## src/rtl/core/i2cm_pkg.sv

```systemverilog
// Shared types and constants for the I2C register access master.
// Used by the front end, the bus engine and the top level; no dependencies.
package i2cm_pkg;

	localparam logic [1:0] OP_NONE  = 2'd0;
	localparam logic [1:0] OP_WRITE = 2'd1;
	localparam logic [1:0] OP_READ  = 2'd2;

	localparam logic [15:0] RESET_PHASE_TICKS = 16'd120;
	localparam logic [3:0]  BYTE_BITS         = 4'd8;
	localparam int          MSB               = 7;

	typedef enum logic [1:0] {
		CMD_NONE  = 2'd0,
		CMD_WRITE = 2'd1,
		CMD_READ  = 2'd2
	} cmd_kind_t;

	typedef struct packed {
		cmd_kind_t   kind;
		logic [6:0]  device_address;
		logic [7:0]  register_address;
		logic [7:0]  write_data;
		logic        sda_in;
	} tick_item_t;

	typedef struct packed {
		logic       valid;
		tick_item_t item;
	} queue_head_t;

	typedef enum logic [15:0] {
		PH_IDLE    = 16'h0001,
		PH_ST_A    = 16'h0002,
		PH_ST_B    = 16'h0004,
		PH_ST_C    = 16'h0008,
		PH_WB_LOW  = 16'h0010,
		PH_WB_HIGH = 16'h0020,
		PH_WA_LOW  = 16'h0040,
		PH_WA_HIGH = 16'h0080,
		PH_WA_END  = 16'h0100,
		PH_RB_HIGH = 16'h0200,
		PH_RB_LOW  = 16'h0400,
		PH_RN_LOW  = 16'h0800,
		PH_RN_HIGH = 16'h1000,
		PH_SP_A    = 16'h2000,
		PH_SP_B    = 16'h4000,
		PH_SP_C    = 16'h8000
	} bus_phase_t;

	typedef struct packed {
		logic       scl_drive_low;
		logic       sda_drive_low;
		logic       busy_res;
		logic       done_res;
		logic       ack_ok;
		logic [7:0] read_data;
	} tick_result_t;

endpackage

```

## src/rtl/core/i2cm_front.sv

```systemverilog
// Front end: takes tick items, classifies the opcode and queues them.
// Depends on i2cm_pkg.
module i2cm_front #(
	parameter int DEPTH = 2
) (
	input  logic                  clk,
	input  logic                  arst_n,
	input  logic                  cmd_valid,
	output logic                  cmd_stall,
	input  logic [1:0]            opcode,
	input  logic [6:0]            device_address,
	input  logic [7:0]            register_address,
	input  logic [7:0]            write_data,
	input  logic                  sda_in,
	output i2cm_pkg::queue_head_t head,
	input  logic                  pop
);

	localparam int PTR_W = (DEPTH > 1) ? $clog2(DEPTH) : 1;
	localparam int CNT_W = $clog2(DEPTH + 1);
	localparam logic [PTR_W-1:0] LAST_PTR = PTR_W'(DEPTH - 1);
	localparam logic [CNT_W-1:0] FULL_CNT = CNT_W'(DEPTH);

	i2cm_pkg::tick_item_t mem_q [DEPTH];
	i2cm_pkg::tick_item_t new_item;
	logic [PTR_W-1:0]     wr_ptr_q;
	logic [PTR_W-1:0]     rd_ptr_q;
	logic [CNT_W-1:0]     count_q;
	logic                 push;
	logic                 do_pop;

	always_comb begin
		case (opcode)
			i2cm_pkg::OP_WRITE: new_item.kind = i2cm_pkg::CMD_WRITE;
			i2cm_pkg::OP_READ:  new_item.kind = i2cm_pkg::CMD_READ;
			default:            new_item.kind = i2cm_pkg::CMD_NONE;
		endcase
		new_item.device_address   = device_address;
		new_item.register_address = register_address;
		new_item.write_data       = write_data;
		new_item.sda_in           = sda_in;
	end

	assign cmd_stall  = (count_q == FULL_CNT);
	assign push       = cmd_valid && !cmd_stall;
	assign do_pop     = pop && (count_q != '0);
	assign head.valid = (count_q != '0);
	assign head.item  = mem_q[rd_ptr_q];

	always_ff @(posedge clk) begin
		if (push) begin
			mem_q[wr_ptr_q] <= new_item;
		end
	end

	always_ff @(posedge clk or negedge arst_n) begin
		if (!arst_n) begin
			wr_ptr_q <= '0;
			rd_ptr_q <= '0;
			count_q  <= '0;
		end else begin
			if (push) begin
				wr_ptr_q <= (wr_ptr_q == LAST_PTR) ? '0 : wr_ptr_q + PTR_W'(1);
			end
			if (do_pop) begin
				rd_ptr_q <= (rd_ptr_q == LAST_PTR) ? '0 : rd_ptr_q + PTR_W'(1);
			end
			if (push && !do_pop) begin
				count_q <= count_q + CNT_W'(1);
			end else if (do_pop && !push) begin
				count_q <= count_q - CNT_W'(1);
			end
		end
	end

endmodule

```

## src/rtl/core/i2cm_back.sv

```systemverilog
// Bus engine: steps the I2C phase sequencer once per queued tick and
// registers the result for the output channel. Depends on i2cm_pkg.
module i2cm_back (
	input  logic                  clk,
	input  logic                  arst_n,
	input  i2cm_pkg::queue_head_t head,
	output logic                  pop,
	input  logic [15:0]           phase_ticks,
	output logic                  res_valid,
	input  logic                  res_stall,
	output i2cm_pkg::tick_result_t res
);

	i2cm_pkg::bus_phase_t phase_q, phase_e, phase_d;
	logic [15:0] cnt_q, cnt_e, cnt_d;
	logic [3:0]  bit_q, bit_e, bit_d;
	logic [1:0]  byte_q, byte_e, byte_d;
	logic [7:0]  shift_q, shift_e, shift_d;
	logic [6:0]  dev_q, dev_e;
	logic [7:0]  reg_q, reg_e;
	logic [7:0]  data_q, data_e;
	logic        rd_q, rd_e;
	logic        ack_q, ack_e, ack_d;
	logic [16:0] cnt_inc;
	logic [3:0]  bit_inc;
	logic        last;
	logic        start;
	logic        fire;
	logic        res_valid_q;
	i2cm_pkg::tick_result_t r;
	i2cm_pkg::tick_result_t res_q;

	assign fire  = head.valid && (!res_valid_q || !res_stall);
	assign pop   = fire;
	assign start = (phase_q == i2cm_pkg::PH_IDLE) && (head.item.kind != i2cm_pkg::CMD_NONE);

	always_comb begin
		phase_e = start ? i2cm_pkg::PH_ST_A : phase_q;
		cnt_e   = start ? '0 : cnt_q;
		bit_e   = start ? '0 : bit_q;
		byte_e  = start ? '0 : byte_q;
		shift_e = start ? '0 : shift_q;
		dev_e   = start ? head.item.device_address : dev_q;
		reg_e   = start ? head.item.register_address : reg_q;
		data_e  = start ? head.item.write_data : data_q;
		rd_e    = start ? (head.item.kind == i2cm_pkg::CMD_READ) : rd_q;
		ack_e   = start ? 1'b1 : ack_q;

		cnt_inc = {1'b0, cnt_e} + 17'd1;
		bit_inc = bit_e + 4'd1;
		last    = cnt_inc >= {1'b0, phase_ticks};

		r               = '0;
		r.busy_res      = (phase_e != i2cm_pkg::PH_IDLE);
		case (phase_e)
			i2cm_pkg::PH_ST_B:    r.sda_drive_low = 1'b1;
			i2cm_pkg::PH_ST_C: begin
				r.scl_drive_low = 1'b1;
				r.sda_drive_low = 1'b1;
			end
			i2cm_pkg::PH_WB_LOW: begin
				r.scl_drive_low = 1'b1;
				r.sda_drive_low = !shift_e[i2cm_pkg::MSB];
			end
			i2cm_pkg::PH_WB_HIGH: r.sda_drive_low = !shift_e[i2cm_pkg::MSB];
			i2cm_pkg::PH_WA_LOW,
			i2cm_pkg::PH_WA_END,
			i2cm_pkg::PH_RB_LOW,
			i2cm_pkg::PH_RN_LOW:  r.scl_drive_low = 1'b1;
			i2cm_pkg::PH_SP_A: begin
				r.scl_drive_low = 1'b1;
				r.sda_drive_low = 1'b1;
			end
			i2cm_pkg::PH_SP_B:    r.sda_drive_low = 1'b1;
			default: ;
		endcase

		phase_d = phase_e;
		cnt_d   = cnt_e;
		bit_d   = bit_e;
		byte_d  = byte_e;
		shift_d = shift_e;
		ack_d   = ack_e;
		if (phase_e != i2cm_pkg::PH_IDLE) begin
			if (!last) begin
				cnt_d = cnt_inc[15:0];
			end else begin
				cnt_d = '0;
				case (phase_e)
					i2cm_pkg::PH_ST_A: phase_d = i2cm_pkg::PH_ST_B;
					i2cm_pkg::PH_ST_B: phase_d = i2cm_pkg::PH_ST_C;
					i2cm_pkg::PH_ST_C: begin
						shift_d = {dev_e, (byte_e == 2'd2)};
						bit_d   = '0;
						phase_d = i2cm_pkg::PH_WB_LOW;
					end
					i2cm_pkg::PH_WB_LOW: phase_d = i2cm_pkg::PH_WB_HIGH;
					i2cm_pkg::PH_WB_HIGH: begin
						shift_d = {shift_e[6:0], 1'b0};
						bit_d   = bit_inc;
						phase_d = (bit_inc >= i2cm_pkg::BYTE_BITS) ?
							i2cm_pkg::PH_WA_LOW : i2cm_pkg::PH_WB_LOW;
					end
					i2cm_pkg::PH_WA_LOW: phase_d = i2cm_pkg::PH_WA_HIGH;
					i2cm_pkg::PH_WA_HIGH: begin
						if (head.item.sda_in) begin
							ack_d = 1'b0;
						end
						phase_d = i2cm_pkg::PH_WA_END;
					end
					i2cm_pkg::PH_WA_END: begin
						if (!ack_e) begin
							phase_d = i2cm_pkg::PH_SP_A;
						end else if (byte_e == 2'd0) begin
							byte_d  = 2'd1;
							shift_d = reg_e;
							bit_d   = '0;
							phase_d = i2cm_pkg::PH_WB_LOW;
						end else if (byte_e == 2'd1) begin
							byte_d = 2'd2;
							if (rd_e) begin
								phase_d = i2cm_pkg::PH_ST_A;
							end else begin
								shift_d = data_e;
								bit_d   = '0;
								phase_d = i2cm_pkg::PH_WB_LOW;
							end
						end else if (byte_e == 2'd2 && rd_e) begin
							shift_d = '0;
							bit_d   = '0;
							phase_d = i2cm_pkg::PH_RB_HIGH;
						end else begin
							phase_d = i2cm_pkg::PH_SP_A;
						end
					end
					i2cm_pkg::PH_RB_HIGH: begin
						shift_d = {shift_e[6:0], head.item.sda_in};
						phase_d = i2cm_pkg::PH_RB_LOW;
					end
					i2cm_pkg::PH_RB_LOW: begin
						bit_d   = bit_inc;
						phase_d = (bit_inc >= i2cm_pkg::BYTE_BITS) ?
							i2cm_pkg::PH_RN_LOW : i2cm_pkg::PH_RB_HIGH;
					end
					i2cm_pkg::PH_RN_LOW:  phase_d = i2cm_pkg::PH_RN_HIGH;
					i2cm_pkg::PH_RN_HIGH: phase_d = i2cm_pkg::PH_SP_A;
					i2cm_pkg::PH_SP_A:    phase_d = i2cm_pkg::PH_SP_B;
					i2cm_pkg::PH_SP_B:    phase_d = i2cm_pkg::PH_SP_C;
					i2cm_pkg::PH_SP_C: begin
						r.done_res  = 1'b1;
						r.ack_ok    = ack_e;
						r.read_data = (rd_e && ack_e) ? shift_e : '0;
						phase_d     = i2cm_pkg::PH_IDLE;
					end
					default: phase_d = i2cm_pkg::PH_IDLE;
				endcase
			end
		end
	end

	always_ff @(posedge clk or negedge arst_n) begin
		if (!arst_n) begin
			phase_q     <= i2cm_pkg::PH_IDLE;
			cnt_q       <= '0;
			bit_q       <= '0;
			byte_q      <= '0;
			shift_q     <= '0;
			dev_q       <= '0;
			reg_q       <= '0;
			data_q      <= '0;
			rd_q        <= 1'b0;
			ack_q       <= 1'b1;
			res_valid_q <= 1'b0;
		end else begin
			if (fire) begin
				phase_q <= phase_d;
				cnt_q   <= cnt_d;
				bit_q   <= bit_d;
				byte_q  <= byte_d;
				shift_q <= shift_d;
				dev_q   <= dev_e;
				reg_q   <= reg_e;
				data_q  <= data_e;
				rd_q    <= rd_e;
				ack_q   <= ack_d;
			end
			if (fire) begin
				res_valid_q <= 1'b1;
			end else if (!res_stall) begin
				res_valid_q <= 1'b0;
			end
		end
	end

	always_ff @(posedge clk) begin
		if (fire) begin
			res_q <= r;
		end
	end

	assign res_valid = res_valid_q;
	assign res       = res_q;

endmodule

```

## src/rtl/core/i2c_master_register_access.sv

```systemverilog
// Top level of the I2C register access master: front end queue, bus engine
// and the phase_ticks register. Depends on i2cm_pkg, i2cm_front, i2cm_back.
//
// Usage:
//   Command channel (cmd_valid / cmd_stall) carries one bus timer tick per
//   transfer: opcode, device_address, register_address, write_data, sda_in.
//   An opcode of write or read starts a transaction when the engine is idle
//   and is ignored while busy.
//   Result channel (res_valid / res_stall) returns exactly one transfer per
//   tick: SCL/SDA pull-low controls, busy_res, done_res, ack_ok, read_data.
//   Config channel (cfg_valid / cfg_ready / cfg_data) writes phase_ticks;
//   cfg_ready is always high. Write it only while idle.
//   With an empty queue an accepted tick is first written into the queue; its
//   result is then registered and held on the result ports.
//   Throughput: one tick per cycle while no stalled result is held; the
//   sequencer state register is the only loop and steps once per popped tick.
//   When res_stall is high the result holds; the queue of QUEUE_DEPTH ticks
//   fills and then cmd_stall rises.
//   Reset empties the queue, drops the result, returns the engine to idle and
//   sets phase_ticks to 120.
module i2c_master_register_access #(
	parameter int QUEUE_DEPTH = 2
) (
	input  logic        clk,
	input  logic        arst_n,
	input  logic        cmd_valid,
	output logic        cmd_stall,
	input  logic [1:0]  opcode,
	input  logic [6:0]  device_address,
	input  logic [7:0]  register_address,
	input  logic [7:0]  write_data,
	input  logic        sda_in,
	input  logic        cfg_valid,
	output logic        cfg_ready,
	input  logic [15:0] cfg_data,
	output logic        res_valid,
	input  logic        res_stall,
	output logic        scl_drive_low,
	output logic        sda_drive_low,
	output logic        busy_res,
	output logic        done_res,
	output logic        ack_ok,
	output logic [7:0]  read_data
);

	i2cm_pkg::queue_head_t  head;
	i2cm_pkg::tick_result_t res;
	logic                   pop;
	logic [15:0]            phase_ticks_q;

	assign cfg_ready = 1'b1;

	always_ff @(posedge clk or negedge arst_n) begin
		if (!arst_n) begin
			phase_ticks_q <= i2cm_pkg::RESET_PHASE_TICKS;
		end else if (cfg_valid && cfg_ready) begin
			phase_ticks_q <= cfg_data;
		end
	end

	i2cm_front #(
		.DEPTH(QUEUE_DEPTH)
	) u_front (
		.clk              (clk),
		.arst_n           (arst_n),
		.cmd_valid        (cmd_valid),
		.cmd_stall        (cmd_stall),
		.opcode           (opcode),
		.device_address   (device_address),
		.register_address (register_address),
		.write_data       (write_data),
		.sda_in           (sda_in),
		.head             (head),
		.pop              (pop)
	);

	i2cm_back u_back (
		.clk         (clk),
		.arst_n      (arst_n),
		.head        (head),
		.pop         (pop),
		.phase_ticks (phase_ticks_q),
		.res_valid   (res_valid),
		.res_stall   (res_stall),
		.res         (res)
	);

	assign scl_drive_low = res.scl_drive_low;
	assign sda_drive_low = res.sda_drive_low;
	assign busy_res      = res.busy_res;
	assign done_res      = res.done_res;
	assign ack_ok        = res.ack_ok;
	assign read_data     = res.read_data;

endmodule

```

## config.mk

```make
export PLATFORM = sky130hd
export DESIGN_NAME = i2c_master_register_access
export DESIGN_NICKNAME = d
export VERILOG_FILES = /design/src/rtl/core/i2cm_pkg.sv /design/src/rtl/core/i2cm_front.sv /design/src/rtl/core/i2cm_back.sv /design/src/rtl/core/i2c_master_register_access.sv
export SDC_FILE = /design/constraint.sdc
export NUM_CORES = 1
export LEC_CHECK = 0
export BUFFER_PORTS_ARGS = -buffer_cell sky130_fd_sc_hd__buf_2
export CAP_MARGIN = 20
export CORE_MARGIN = 2
export CORE_UTILIZATION = 35
export DETAILED_ROUTE_END_ITERATION = 12
export MAX_ROUTING_LAYER = met4
export PLACE_DENSITY = 0.48
export SETUP_SLACK_MARGIN = 0.4
export SYNTH_ARGS = -nofsm -noshare
export SYNTH_HDL_FRONTEND = slang
export SYNTH_SLANG_ARGS = --single-unit
```

## constraint.sdc

```tcl
create_clock -name clk -period 9.45 [get_ports clk]
set_input_delay 0.4725 -clock clk [delete_from_list [all_inputs] [get_ports clk]]
set_output_delay 0.4725 -clock clk [all_outputs]
set_load 0.02 [all_outputs]
```

# Word level (Yosys, flattened, before mapping)
# Memory sizes are Yosys's and may differ from the RTL's.
# Cells that the tools add are included.
[word_totals]
ff_bits = 105
mem_bits_rw = 52
mem_count = 1
out_inout_bits = 16
[memory_table]
columns = ["memory", "depth", "word_bits", "read_ports", "rd_clocked_by_memory_dff", "wr", "line", "rtl"]
rows = [
  ["u_front.mem_q", 2, 26, 1, 0, 1, "i2cm_front.sv:24", "i2cm_pkg::tick_item_t mem_q [DEPTH];"],
]
[op_classes]
n_eq_ne = 24
magnitude_cmp = 2
n_reduce_logical = 26
addsub = 6
muxes = 61
[ops]
columns = ["operator", "count"]
rows = [
  ["case mux 16 bit (14 select lines)", 1],
  ["2-to-1 mux 16 bit", 9],
  ["2-to-1 mux 8 bit", 11],
  ["2-to-1 mux 4 bit", 8],
  ["case mux 8 bit (4 select lines)", 1],
  ["2-to-1 mux 2 bit", 9],
  ["adder 16 x 1 -> 17 bit, second input constant", 1],
  ["greater-or-equal comparator 17 x 16 -> 1 bit", 1],
  ["== test 16 x 1 -> 1 bit, second input constant", 1],
  ["== test 16 x 10 -> 1 bit, second input constant", 1],
  ["== test 16 x 11 -> 1 bit, second input constant", 1],
  ["== test 16 x 12 -> 1 bit, second input constant", 1],
  ["== test 16 x 13 -> 1 bit, second input constant", 1],
  ["== test 16 x 14 -> 1 bit, second input constant", 1],
  ["== test 16 x 15 -> 1 bit, second input constant", 1],
  ["== test 16 bit, second input constant", 1],
  ["== test 16 x 2 -> 1 bit, second input constant", 1],
  ["== test 16 x 3 -> 1 bit, second input constant", 1],
  ["== test 16 x 4 -> 1 bit, second input constant", 1],
  ["== test 16 x 5 -> 1 bit, second input constant", 1],
  ["== test 16 x 6 -> 1 bit, second input constant", 1],
  ["== test 16 x 7 -> 1 bit, second input constant", 1],
  ["== test 16 x 8 -> 1 bit, second input constant", 1],
  ["== test 16 x 9 -> 1 bit, second input constant", 1],
  ["29 further kinds", 62],
]

# Longest topological paths before layout
# An unclocked memory read counts as a cell.
[logic_depth]
ltp_word = 13
depth_mapped = 25
depth_no_buf = 19

# Modules after synthesis
# Synthesis repeated with hierarchy kept, for this count alone.
[hier_totals]
hier_cells = 739
hier_area_um2 = 8231.6
[modules_own_cells]
columns = ["module", "n_inst", "area_each_um2", "cells_each"]
rows = [
  ["i2cm_back", 1, 5376.4, 601],
  ["i2cm_front", 1, 2189.6, 102],
  ["i2c_master_register_access", 1, 665.6, 36],
]

# Worst setup path after synthesis
# Ideal clock, no wire load.
[synth_timing]
path_type = "register -> register"
from = "register u_back.phase_q[6]"
to = "register u_back.shift_q[0]"
t_required_ps = 9324
synth_period_minus_slack_ps = 5144
arrival_ps = 5018
path_slack_ps = 4306
path_stages_with_launch = 25
path_cell_list = "dfrtp_1 > clkbuf_1 > nor4_4 > and4_1 > buf_2 > nand2_2 > clkbuf_1 > clkbuf_1 > and2_1 > ha_1 > nand2_1 > nor2_1 > nand3_1 > nor3b_1 > nand3_1 > xor2_1 > ha_1 > nand4_1 > nor2_1 > o311ai_0 > and3_1 > clkbuf_1 > a21oi_1 > o21ai_0 > a311o_1"
[synth_via]
elab_chain_cells = 12
[synth_lines]
columns = ["element", "line", "rtl"]
rows = [
  ["start: declaration", "i2cm_back.sv:14", "i2cm_pkg::bus_phase_t phase_q, phase_e, phase_d;"],
  ["start signal: assignment", "i2cm_back.sv:163", "phase_q <= i2cm_pkg::PH_IDLE;"],
  ["start signal: assignment", "i2cm_back.sv:176", "phase_q <= phase_d;"],
  ["parallel branches: the longest is 11 deep, another holds adder 16 x 1 -> 17 bit", "--", ""],
  ["2-to-1 mux 8 bit (*)", "i2cm_back.sv:84", "if (phase_e != i2cm_pkg::PH_IDLE) begin"],
  ["end signal: assignment", "i2cm_back.sv:180", "shift_q <= shift_d;"],
  ["end: declaration", "i2cm_back.sv:18", "logic [7:0] shift_q, shift_e, shift_d;"],
]
# Mark *: on every way between the ends.
# A chain may end at the register's enable or synchronous reset.

# Worst setup path in the final report
[layout_timing]
from = "register u_front.rd_ptr_q"
to = "register u_back.shift_q[0]"
[layout_via]
elab_chain_cells = 13
[layout_lines]
columns = ["element", "line", "rtl"]
rows = [
  ["start: declaration", "i2cm_front.sv:27", "logic [PTR_W-1:0] rd_ptr_q;"],
  ["start signal: assignment", "i2cm_front.sv:66", "rd_ptr_q <= (rd_ptr_q == LAST_PTR) ? '0 : rd_ptr_q + PTR_W'(1);"],
  ["memory (2 x 26 bit) (*)", "--", ""],
  ["parallel branches: the longest is 11 deep, another holds adder 16 x 1 -> 17 bit", "--", ""],
  ["2-to-1 mux 8 bit (*)", "i2cm_back.sv:84", ""],
]
# Marks and branches as above.

==> flow_summary.toml <==
[power_and_ir_drop]
power.switching_uw = 1013
pwr-share-seq_pct = 38.9
p_per_area_mw_per_mm2 = 276.2
clockPowerShare_pct = 26.7
worst_ir_drop_vdd_v = 0.0001234
p_int_uw = 1582
total_leakage_power_uw = 0.003782
switching_share_pct = 39.04
p_comb_share_pct = 34.4

[critical_path]
cp_max_fo = 37
cp.arrival_ns = 6.57
required_ns = 9.76
cp_common_cell = "nand3_1"
startpoint_type = "register"
r2r-start = "u_front.rd_ptr_q"
worstPathCellList = "buf_4, nor3b_2, nor3_4, nand2_2, and2_1, ha_1, nand2_1, nor2_1, nand3_1, nor3b_1, xnor2_1, ha_1, nand3_1, nor2_1, o41ai_1, nand3_1, o21ai_4, nor4_1, a311o_1"
cp_slowest_stage_delay_ns = 0.91
cp_slowest_cell = "o21ai_4"
critical_path_class = "reg -> reg"
worst-r2r-cell-count = 19
crit_start = "u_front.rd_ptr_q"
cp-end-kind = "register"

[timing]
fmax_ghz = 0.1597
final.period_utilization_pct = 66.26
slew_headroom_pct = 35.33
hold_viol = 0
grt_setup_unrepaired = "false"
drv_slew = 0
fin_skew_ns = 0.01869
fin_crit_ns = 6.262
tns_ns = 0
setup_viol = 0
tightest_slew_ns = 0.9664

[drt]
drt-pass1-iter-count = 6
vias = 6231
detail-route-antenna-nets = 0
via_per_inst = 5.294
drt_wl_total_um = 20190
wl_per_cell_um = 17.15
drcViolationCount = 0
drtIter0Drc = 429

[finish]
fin_nets = 915
fillers = 2322
drive_gt1_share_pct = 16.78
final_cell_count_no_fill = 1177
area_growth_pct = 14.62
diodes = 0

[global_route]
grt.total_usage_pct = 17.72
overflow = 0
grt_pass1_wl_um = 33020
grt_max_degree = 50
grt_pass1_vias = 6179
antenna_found_initial = 0

[synthesis]
synth_top_area_share_pct = 26.25
syn_nets = 865
ys.flop_type = "dfrtp_1"
synth_top_area_cell = "dfrtp_1"
ys_top_cells_by_area = "dfrtp_1, edfxtp_1, nand2_1, a21oi_1, ha_1"
ys_ff_latch = 157
synth-edff-count = 65
synthArstFlopShare_pct = 58.60
ys_types = 79
synth_area_mm2 = 0.008198
yosysSeqAreaShare_pct = 51.98
netlist_instances = 795
ys_warn_count = 0
syn_avg_cell_area_um2 = 10.31

[run]
max_cap_viol_count = 0

[clock_network]
cts-root-buf = "clkbuf_16"
clkTransAtPathRegs_ns = 0.08
cts_resized = 0
cts_hold_buffers = 0
tritoncts = "built"
post_cts_buffers = 0
ctsHtreeMaxLevel = 4
clock_path_buffers = 2
clk_latency_ns = 0.44
cts_buffers = 17
clock-sinks = 157

[placed_design]
hpwl_um = 14480
place_congestion = 0.8698
place_inst = 1144
port_buffers = 61

[floorplan]
die_h_um = 157.0
ioPinCount = 63
rows = 56
die_w_um = 157.0
die-area_mm2 = 0.02466
start_util_pct = 35.24
core_mm2 = 0.02326

[run_status]
status = "complete, no violations"

[worst_hold_path]
min_path_type = "in -> async"
-- flip-flops by register name (all words and copies together) (netlist names), 7 cells and up --
signal,count
phase_ticks_q,16
u_back.phase_q,16
u_back.data_q,8
u_back.reg_q,8
u_front.mem_q,52
u_back.cnt_q,16
u_back.res,13
u_back.shift_q,8
u_back.dev_q,7
-- cell usage in the layout, fill, tap and decap left out, types with 13 or more instances in the layout --
master / synthesis / layout
ha_1: 23 / 23
clkbuf_16: 0 / 17
edfxtp_1: 65 / 65
inv_1: 28 / 28
a21oi_1: 63 / 63
nand2_1: 89 / 89
nor2_1: 68 / 67
nor3_1: 13 / 13
xnor2_1: 14 / 14
mux2i_1: 24 / 24
dfrtp_1: 86 / 86
o21ai_0: 38 / 38
buf_2: 11 / 60
nand3_1: 24 / 24
-- synthesized netlist by cell type, types with 13 or more instances --
cell type   n
xnor2_1    14
nand2_1    89
edfxtp_1   65
mux2i_1    24
dfrtp_1    86
inv_1      28
a21oi_1    63
clkbuf_1   19
nand3_1    24
nor3_1     13
o21ai_0    38
nor2_1     68
ha_1       23
-- worst max-delay path, delay by kind of cell (launching register included) --
| family | cells | cell delay, ns |
|---|---|---|
| and+or+nand+nor | 12 | 3.10 |
| AOI/OAI and AO/OA | 3 | 1.59 |
| adders and majority gates | 2 | 0.55 |
| buffers and inverters | 1 | 0.38 |
| DFF | 1 | 0.32 |
| xor gates and xnor gates | 1 | 0.14 |
-- final cells by class --
| type | count | area, um^2 | area share, % |
|---|---|---|---|
| clock buffers | 18 | 439.2 | 4.674 |
| well taps | 319 | 399.1 | 4.248 |
| clock inverters | 14 | 172.7 | 1.838 |
| repair buffers | 72 | 387.9 | 4.128 |
| multi-input cells | 567 | 3623 | 38.56 |
| flip-flops and latches | 157 | 4262 | 45.35 |
| inverters | 30 | 112.6 | 1.198 |
-- per-stage QoR --
step	hold slack, ns	utilization, %	total power, uW	area [um^2]	setup slack [ns]
finish	0.03323	40.39	2595	9397	3.188
detailed placement	0.4663	37.74	1921	8780	3.298
floorplan	0.1769	-	1656	8198	4.306
CTS	0.06268	40.37	2622	9392	3.284
global placement	0.4590	37.74	1903	8780	3.467
global route	0.07747	40.39	2768	9397	2.509
-- final timing paths --
check | end | slack (ns)
max | u_back.shift_q[0] | 3.19
min | phase_ticks_q[0] | 0.03
max reg2reg | u_back.shift_q[0] | 3.19
min reg2reg | u_back.res_valid | 0.48
max in group asynchronous | u_back.bit_q[3] | 8.35
min in group clk | u_front.mem_q[1][13] | 0.22
-- kinds of logic (layout without fill, tap and decap cells) --
group | count (synthesis) | after routing | synth area share [%]
XOR/XNOR | 24 | 24 | 2.564
AND/OR/NAND/NOR | 282 | 282 | 17.75
buffers and inverters | 71 | 134 | 3.983
multiplexers | 29 | 29 | 3.617
AO/OA/AOI/OAI | 208 | 208 | 16.54
adder cells (fa/ha/maj) | 23 | 23 | 3.510
flip-flops | 157 | 157 | 51.98
other | 1 | 1 | 0.04574
-- power by group through the flow --
stage | clock, uW | combinational [uW] | sequential [uW]
floorplan | 0 | 651 | 1010
global placement | 0 | 885 | 1020
detailed placement | 0 | 897 | 1020
CTS | 709 | 901 | 1010
global route | 735 | 1000 | 1030
finish | 692 | 893 | 1010
-- per-layer routing --
metal	vias up	track usage (%)	wire (um)
met5	-	-	0
met4	0	5.368	233
met3	20	3.249	712
met2	134	28.76	9948
met1	3055	22.70	9291
li1	3022	-	-
Note: power is estimated with default switching activity, not from simulation.
